<file path="config.mk">
export PLATFORM = sky130hd
export DESIGN_NAME = priority_record_sorter_flat
export DESIGN_NICKNAME = d
export VERILOG_FILES = /design/src/hdl/prs_pkg.sv /design/src/hdl/prs_in_if.sv /design/src/hdl/prs_out_if.sv /design/src/hdl/priority_record_sorter.sv /design/src/flat_wrapper.sv
export SDC_FILE = /design/constraint.sdc
export NUM_CORES = 2
export LEC_CHECK = 0
export ABC_AREA = 1
export BUFFER_PORTS_ARGS = -buffer_cell sky130_fd_sc_hd__buf_2
export CAP_MARGIN = 20
export CORE_ASPECT_RATIO = 1.2
export CORE_MARGIN = 8
export CORE_UTILIZATION = 60
export DETAILED_ROUTE_END_ITERATION = 10
export PLACE_DENSITY_LB_ADDON = 0.1
export SYNTH_ARGS = -nofsm -noshare
export SYNTH_HDL_FRONTEND = slang
export SYNTH_SLANG_ARGS = --single-unit
export TNS_END_PERCENT = 10
</file>
<file path="constraint.sdc">
create_clock -name clk_i -period 14.98 [get_ports clk_i]
set_input_delay 0 -clock clk_i [delete_from_list [all_inputs] [get_ports clk_i]]
set_output_delay 0 -clock clk_i [all_outputs]
set_load 0.01 [all_outputs]
</file>
<file path="src/hdl/prs_pkg.sv">
// prs_pkg: shared types, constants and the record key comparator of the
// priority record sorter. No dependencies.
package prs_pkg;

  localparam int unsigned MaxEntriesDefault = 16;

  typedef struct packed {
    logic signed [7:0] strength;
    logic [2:0]        threat;
    logic [31:0]       seen;
  } key_t;

  typedef enum logic [2:0] {
    S_IDLE,
    S_CMP,
    S_PLACE,
    S_FETCH,
    S_SHOW
  } prs_state_e;

  // true when stored record a stays ahead of new record b
  function automatic logic stays_ahead(key_t a, key_t b);
    logic res;
    if (a.strength != b.strength) begin
      res = (a.strength > b.strength);
    end else if (a.threat != b.threat) begin
      res = (a.threat > b.threat);
    end else begin
      res = (a.seen <= b.seen);
    end
    return res;
  endfunction

endpackage

</file>
<file path="src/hdl/prs_in_if.sv">
// prs_in_if: valid/ready channel that carries one input record request.
// Used by the priority record sorter; no dependencies.
interface prs_in_if;
  logic              valid;
  logic              ready;
  logic signed [7:0] signal_strength;
  logic [2:0]        threat;
  logic [31:0]       seen_time;
  logic [31:0]       record_tag;
  logic              final_entry;

  modport source (
    output valid, signal_strength, threat, seen_time, record_tag, final_entry,
    input  ready
  );
  modport sink (
    input  valid, signal_strength, threat, seen_time, record_tag, final_entry,
    output ready
  );
endinterface

</file>
<file path="src/hdl/prs_out_if.sv">
// prs_out_if: valid/ready channel that carries one sorted result request.
// Used by the priority record sorter; no dependencies.
interface prs_out_if;
  logic              valid;
  logic              ready;
  logic signed [7:0] out_strength;
  logic [2:0]        out_threat;
  logic [31:0]       out_seen_time;
  logic [31:0]       out_tag;
  logic              run_end;
  logic              overflowed;

  modport source (
    output valid, out_strength, out_threat, out_seen_time, out_tag, run_end, overflowed,
    input  ready
  );
  modport sink (
    input  valid, out_strength, out_threat, out_seen_time, out_tag, run_end, overflowed,
    output ready
  );
endinterface

</file>
<file path="src/hdl/priority_record_sorter.sv">
// priority_record_sorter: top level, insertion sorter over a record memory.
// Depends on prs_pkg, prs_in_if and prs_out_if.
//
// Records are stored in a MAX_ENTRIES deep memory kept in order of strength
// descending, threat descending, seen time ascending; full ties keep arrival
// order. Each accepted record walks down the list from the tail with one key
// comparator and one memory read port: each stored entry that it passes is
// compared and shifted down one place, the entry it stops behind (if any) is
// compared, and then the record is written into the gap; an empty list goes
// straight to the write. Ready is low during that walk. A record that arrives
// while the list is full is dropped and flags the run as overflowed. After
// the record marked final, a fetch state follows and then the sorted list
// goes out at one result per cycle while the sink is ready, the last one
// with run_end set; ready returns in the cycle after the last result is
// taken, with an empty list.
module priority_record_sorter #(
  parameter int unsigned MAX_ENTRIES = prs_pkg::MaxEntriesDefault
) (
  input  logic      clk_i,
  input  logic      rst_ni,
  prs_in_if.sink    rec_i,
  prs_out_if.source res_o
);
  import prs_pkg::*;

  localparam int unsigned IW = (MAX_ENTRIES > 1) ? $clog2(MAX_ENTRIES) : 1;
  localparam int unsigned CW = $clog2(MAX_ENTRIES + 1);

  key_t        key_mem [MAX_ENTRIES];
  logic [31:0] tag_mem [MAX_ENTRIES];

  prs_state_e  state_q, state_d;
  logic [CW-1:0] fill_q, fill_d;
  logic          ovf_q, ovf_d;
  logic [IW-1:0] pos_q, pos_d;
  logic [IW-1:0] idx_q, idx_d;
  logic          final_q, final_d;
  key_t          new_key_q, new_key_d;
  logic [31:0]   new_tag_q, new_tag_d;

  key_t          rd_key_q;
  logic [31:0]   rd_tag_q;
  logic [IW-1:0] rd_addr;

  logic          we;
  logic [IW-1:0] wa;
  key_t          wkey;
  logic [31:0]   wtag;

  logic [CW-1:0] fill_m1;
  logic          is_last;
  logic          ahead;
  logic          in_acc;
  logic          out_acc;
  key_t          in_key;

  assign fill_m1 = fill_q - CW'(1);
  assign is_last = ((CW'(idx_q) + CW'(1)) == fill_q);
  assign ahead   = stays_ahead(rd_key_q, new_key_q);
  assign in_acc  = rec_i.valid && rec_i.ready;
  assign out_acc = res_o.valid && res_o.ready;

  assign in_key.strength = rec_i.signal_strength;
  assign in_key.threat   = rec_i.threat;
  assign in_key.seen     = rec_i.seen_time;

  // memory: one write and one registered read per cycle
  always_ff @(posedge clk_i) begin
    if (we) begin
      key_mem[wa] <= wkey;
      tag_mem[wa] <= wtag;
    end
    rd_key_q <= key_mem[rd_addr];
    rd_tag_q <= tag_mem[rd_addr];
  end

  always_ff @(posedge clk_i or negedge rst_ni) begin
    if (!rst_ni) begin
      state_q <= S_IDLE;
      fill_q  <= '0;
      ovf_q   <= 1'b0;
      pos_q   <= '0;
      idx_q   <= '0;
      final_q <= 1'b0;
    end else begin
      state_q <= state_d;
      fill_q  <= fill_d;
      ovf_q   <= ovf_d;
      pos_q   <= pos_d;
      idx_q   <= idx_d;
      final_q <= final_d;
    end
  end

  always_ff @(posedge clk_i) begin
    new_key_q <= new_key_d;
    new_tag_q <= new_tag_d;
  end

  always_comb begin
    state_d   = state_q;
    fill_d    = fill_q;
    ovf_d     = ovf_q;
    pos_d     = pos_q;
    idx_d     = idx_q;
    final_d   = final_q;
    new_key_d = new_key_q;
    new_tag_d = new_tag_q;
    rd_addr   = idx_q;
    we        = 1'b0;
    wa        = pos_q;
    wkey      = rd_key_q;
    wtag      = rd_tag_q;

    case (state_q)
      S_IDLE: begin
        if (in_acc) begin
          new_key_d = in_key;
          new_tag_d = rec_i.record_tag;
          final_d   = rec_i.final_entry;
          if (fill_q >= CW'(MAX_ENTRIES)) begin
            // list full: drop the record, still obey the final marker
            ovf_d   = 1'b1;
            state_d = rec_i.final_entry ? S_FETCH : S_IDLE;
          end else if (fill_q == '0) begin
            pos_d   = '0;
            state_d = S_PLACE;
          end else begin
            pos_d   = fill_q[IW-1:0];
            rd_addr = fill_m1[IW-1:0];
            state_d = S_CMP;
          end
        end
      end
      S_CMP: begin
        // rd_key_q holds the entry just above pos_q
        if (ahead) begin
          state_d = S_PLACE;
        end else begin
          we    = 1'b1;
          wa    = pos_q;
          pos_d = pos_q - IW'(1);
          if (pos_q == IW'(1)) begin
            state_d = S_PLACE;
          end else begin
            rd_addr = pos_q - IW'(2);
          end
        end
      end
      S_PLACE: begin
        we      = 1'b1;
        wa      = pos_q;
        wkey    = new_key_q;
        wtag    = new_tag_q;
        fill_d  = fill_q + CW'(1);
        state_d = final_q ? S_FETCH : S_IDLE;
      end
      S_FETCH: begin
        idx_d   = '0;
        rd_addr = '0;
        state_d = S_SHOW;
      end
      S_SHOW: begin
        if (out_acc) begin
          if (is_last) begin
            fill_d  = '0;
            ovf_d   = 1'b0;
            state_d = S_IDLE;
          end else begin
            idx_d   = idx_q + IW'(1);
            rd_addr = idx_q + IW'(1);
          end
        end
      end
      default: begin
        state_d = S_IDLE;
      end
    endcase
  end

  assign rec_i.ready = (state_q == S_IDLE);

  assign res_o.valid         = (state_q == S_SHOW);
  assign res_o.out_strength  = rd_key_q.strength;
  assign res_o.out_threat    = rd_key_q.threat;
  assign res_o.out_seen_time = rd_key_q.seen;
  assign res_o.out_tag       = rd_tag_q;
  assign res_o.run_end       = is_last;
  assign res_o.overflowed    = ovf_q;

endmodule

</file>
<file path="src/flat_wrapper.sv">
// flat-port wrapper written by rule: the top's interface ports become plain ports
module priority_record_sorter_flat import prs_pkg::*;
#(
  parameter int unsigned MAX_ENTRIES = prs_pkg::MaxEntriesDefault
)
  (clk_i, rst_ni, rec_i_valid, rec_i_signal_strength, rec_i_threat, rec_i_seen_time, rec_i_record_tag, rec_i_final_entry, rec_i_ready, res_o_valid, res_o_out_strength, res_o_out_threat, res_o_out_seen_time, res_o_out_tag, res_o_run_end, res_o_overflowed, res_o_ready);
  prs_in_if rec_i_i ();
  prs_out_if res_o_i ();
  input  logic clk_i;
  input  logic rst_ni;
  input wire logic [$bits(rec_i_i.valid)-1:0] rec_i_valid;
  input wire logic [$bits(rec_i_i.signal_strength)-1:0] rec_i_signal_strength;
  input wire logic [$bits(rec_i_i.threat)-1:0] rec_i_threat;
  input wire logic [$bits(rec_i_i.seen_time)-1:0] rec_i_seen_time;
  input wire logic [$bits(rec_i_i.record_tag)-1:0] rec_i_record_tag;
  input wire logic [$bits(rec_i_i.final_entry)-1:0] rec_i_final_entry;
  output wire logic [$bits(rec_i_i.ready)-1:0] rec_i_ready;
  output wire logic [$bits(res_o_i.valid)-1:0] res_o_valid;
  output wire logic [$bits(res_o_i.out_strength)-1:0] res_o_out_strength;
  output wire logic [$bits(res_o_i.out_threat)-1:0] res_o_out_threat;
  output wire logic [$bits(res_o_i.out_seen_time)-1:0] res_o_out_seen_time;
  output wire logic [$bits(res_o_i.out_tag)-1:0] res_o_out_tag;
  output wire logic [$bits(res_o_i.run_end)-1:0] res_o_run_end;
  output wire logic [$bits(res_o_i.overflowed)-1:0] res_o_overflowed;
  input wire logic [$bits(res_o_i.ready)-1:0] res_o_ready;
  assign rec_i_i.valid = rec_i_valid;
  assign rec_i_i.signal_strength = rec_i_signal_strength;
  assign rec_i_i.threat = rec_i_threat;
  assign rec_i_i.seen_time = rec_i_seen_time;
  assign rec_i_i.record_tag = rec_i_record_tag;
  assign rec_i_i.final_entry = rec_i_final_entry;
  assign rec_i_ready = rec_i_i.ready;
  assign res_o_valid = res_o_i.valid;
  assign res_o_out_strength = res_o_i.out_strength;
  assign res_o_out_threat = res_o_i.out_threat;
  assign res_o_out_seen_time = res_o_i.out_seen_time;
  assign res_o_out_tag = res_o_i.out_tag;
  assign res_o_run_end = res_o_i.run_end;
  assign res_o_overflowed = res_o_i.overflowed;
  assign res_o_i.ready = res_o_ready;
  priority_record_sorter #(.MAX_ENTRIES(MAX_ENTRIES)) u_core (.clk_i(clk_i), .rst_ni(rst_ni), .rec_i(rec_i_i), .res_o(res_o_i));
endmodule
</file>
==> results.sh <==
export IMPL_status="finished clean"
export IMPL_dpl_cell_count=5963
export IMPL_grt_max_degree=179
export IMPL_cts_htree_levels=4
export IMPL_vias_per_cell=6.12
export IMPL_grt_usage_pct=29.4
export IMPL_layout_worst_path_cycle_share_pct=41.9
export IMPL_cap_violations=0
export IMPL_fmax_mhz=159
export IMPL_synthFlopType="edfxtp_1"
export IMPL_clk_pin_slew_ns=0.06
export IMPL_finalHoldViolCount=0
export IMPL_final_cells=6364
export IMPL_drt_iter0_drc=5022
export IMPL_fin_worst_skew_ns=0.0289
export IMPL_synth_area_leader_cell="edfxtp_1"
export IMPL_setup_viol=0
export IMPL_cts_hold_buf=152
export IMPL_num_vias=38900
export IMPL_grt_pass1_wl_mm=231
export IMPL_antenna_found_initial=2
export IMPL_async_flop_share_pct=1.32
export IMPL_root_buffer="clkbuf_16"
export IMPL_synth_common_cells="nand3_1, edfxtp_1, nand2_1"
export IMPL_drive_gt1_share_pct=9.72
export IMPL_core_area_mm2=0.0931
export IMPL_drv_slew=0
export IMPL_slew_headroom_pct=19.6
export IMPL_yosysMostFrequentCell="nand3_1"
export IMPL_drtPass1Iterations=6
export IMPL_drc=0
export IMPL_synth_fp_nets=4911
export IMPL_fin_crit_ns=6.27
export IMPL_seq_area_frac_synth_pct=71.8
export IMPL_die_h_um=351
export IMPL_ant_nets=0
export IMPL_rows=123
export IMPL_fill_cells=6638
export IMPL_synthTopCellsByArea="edfxtp_1, nand3_1, nand2_1"
export IMPL_cts_setup_buffers=0
export IMPL_post_place_ws_ns=8.50
export IMPL_end_kind="flip-flop"
export IMPL_criticalPathCategory="flip-flop to flip-flop"
export IMPL_finalWorstSetupSlack_ns=8.71
export IMPL_grt_pass1_vias=37900
export IMPL_grt_setup_unrepaired="false"
export IMPL_synth_edff_count=1275
export IMPL_worstMarginPinSlew_ns=1.21
export IMPL_place_area_mm2=0.0579
export IMPL_yosys_warnings=0
export IMPL_final_nets=5139
export IMPL_ios=159
export IMPL_clk_latency_ns=0.74
export IMPL_synth_seq_cells=1368
export IMPL_crit_fanout=148
export IMPL_postCtsResizedCells=0
export IMPL_gr_total_overflow=0
export IMPL_cts_buffers=135
export IMPL_synth_area_mm2=0.0561
export IMPL_cp_start_kind="flip-flop"
export IMPL_wl_per_cell_um=24.1
export IMPL_synth_cell_type_count=40
export IMPL_fp_dieArea_mm2=0.104
export IMPL_cts_sinks=1368
export IMPL_required_ns=15.65
export IMPL_io_buffers=158
export IMPL_drt_wl_total_mm=153
export IMPL_arrival_ns=6.95
export IMPL_fin_setup_tns_ns=0
export IMPL_clockBufferDepth=3
export IMPL_tritoncts="built"
export IMPL_synth_top_cell_area_share_pct=68.3
export IMPL_dieWidth_um=295
export IMPL_syn2layout_area_growth_pct=13.8
export IMPL_gp_congestion=0.839
export IMPL_min_delay_path_class="input pin to flip-flop"
export IMPL_hpwl_mm=71.5
export IMPL_synth_area_per_cell_um2=11.7
export IMPL_netlist_instances=4777
export IMPL_post_route_cell_area_mm2=0.0638
export IMPL_start_util_pct=60.2
metrics by stage:
step	hold slack (ns)	util (%)
2_1_floorplan	-0.296	-
3_3_place_gp	-0.0264	62.2
3_5_place_dp	-0.0217	62.2
4_1_cts	0.00749	68.4
5_1_grt	0.00727	68.5
6_report	0.0342	68.5
critical path: stages, from the launching register on:
cell and delay, ns:
edfxtp_1 0.32, inv_1 0.05, ha_1 0.29, nand2_1 0.07, nor2_1 0.26, nand2_1 0.22, nor3b_2 0.25, nand2_1 0.08
nand2_1 0.06, nand2_1 0.04, nand2_1 0.09, nand2_1 0.19, nand3_4 0.16, nand3_4 0.58, nand2_8 0.91, buf_4 0.91
buf_4 0.96, nand2_1 0.14, nand3_1 0.13, nand3_1 0.09, nand2_1 0.11, nand2_1 0.06, nand2_1 0.10
flip-flops by register name, summed over array words and instances (netlist names):
name and cells:
u_core.res_o.out_strength 8, u_core.pos_q 4, u_core.res_o.out_seen_time 32, u_core.tag_mem 512, u_core.res_o.out_threat 3, u_core.final_q 1, u_core.new_tag_q 32, u_core.new_key_q 43
u_core.res_o.out_tag 32, u_core.fill_q 5, u_core.state_q 3, u_core.idx_q 4, u_core.key_mem 688, u_core.res_o.overflowed 1
cell type report:
class	count	area, µm²	share of cell area (%)
clock inverter	53	465	0.730
clock buffer	191	3780	5.93
antenna	2	5.00	0.00784
multi-input combinational	2987	14100	22.1
tap	1250	1560	2.45
inverter	91	349	0.547
sequential	1368	40200	63.1
timing repair buffer	422	3260	5.11
kinds of logic after synthesis:
kind of cell	share of synthesized area (%)
and+or+nand+nor	22.3
xor gates and xnor gates	0.141
DFF	71.8
adders and majority gates	1.21
AOI/OAI and AO/OA	1.19
buffers and inverters	3.40
path summary, 6_finish.rpt:
path	start	to	slack, ns	cells past startpoint
worst min-delay path	rec_i_seen_time[1]	u_core.new_key_q[1]	0.03	2
worst min register to register	u_core.res_o.overflowed	u_core.res_o.overflowed	0.52	2
max in group asynchronous	rst_ni	u_core.state_q[1]	13.91	3
min in group asynchronous	rst_ni	u_core.fill_q[2]	0.48	3
worst max-delay path	u_core.new_key_q[31]	u_core.res_o.out_tag[5]	8.71	22
worst max register to register	u_core.new_key_q[31]	u_core.res_o.out_tag[5]	8.71	22
cell usage in the layout, fill, tap and decap left out, types with 5 or more instances in the layout:
| master | count |
|---|---|
| a21oi_1 | 29 |
| buf_2 | 158 |
| buf_4 | 105 |
| bufinv_16 | 6 |
| clkbuf_1 | 41 |
| clkbuf_16 | 139 |
| clkbuf_8 | 11 |
| clkinv_1 | 17 |
| clkinv_2 | 18 |
| dfrtp_1 | 18 |
| dfxtp_1 | 75 |
| dlygate4sd3_1 | 152 |
| edfxtp_1 | 1275 |
| ha_1 | 54 |
| inv_1 | 87 |
| inv_6 | 5 |
| nand2_1 | 1213 |
| nand3_1 | 1519 |
| nand4_1 | 5 |
| nor2_1 | 25 |
| nor2_4 | 18 |
| o21ai_0 | 72 |
| xor2_1 | 7 |
routing by layer:
metal / GRT usage, % / up-vias / share of wire (%)
li1: - / 17600 / -
met1: 40.3 / 19000 / 40
met2: 47.7 / 2055 / 47
met3: 5.53 / 287 / 10
met4: 9.71 / 0 / 2.9
met5: 0 / - / 0
Power is left out: the tool's default activity adds up to more than one toggle a clock period on the data nets, which glitch-free logic cannot reach.
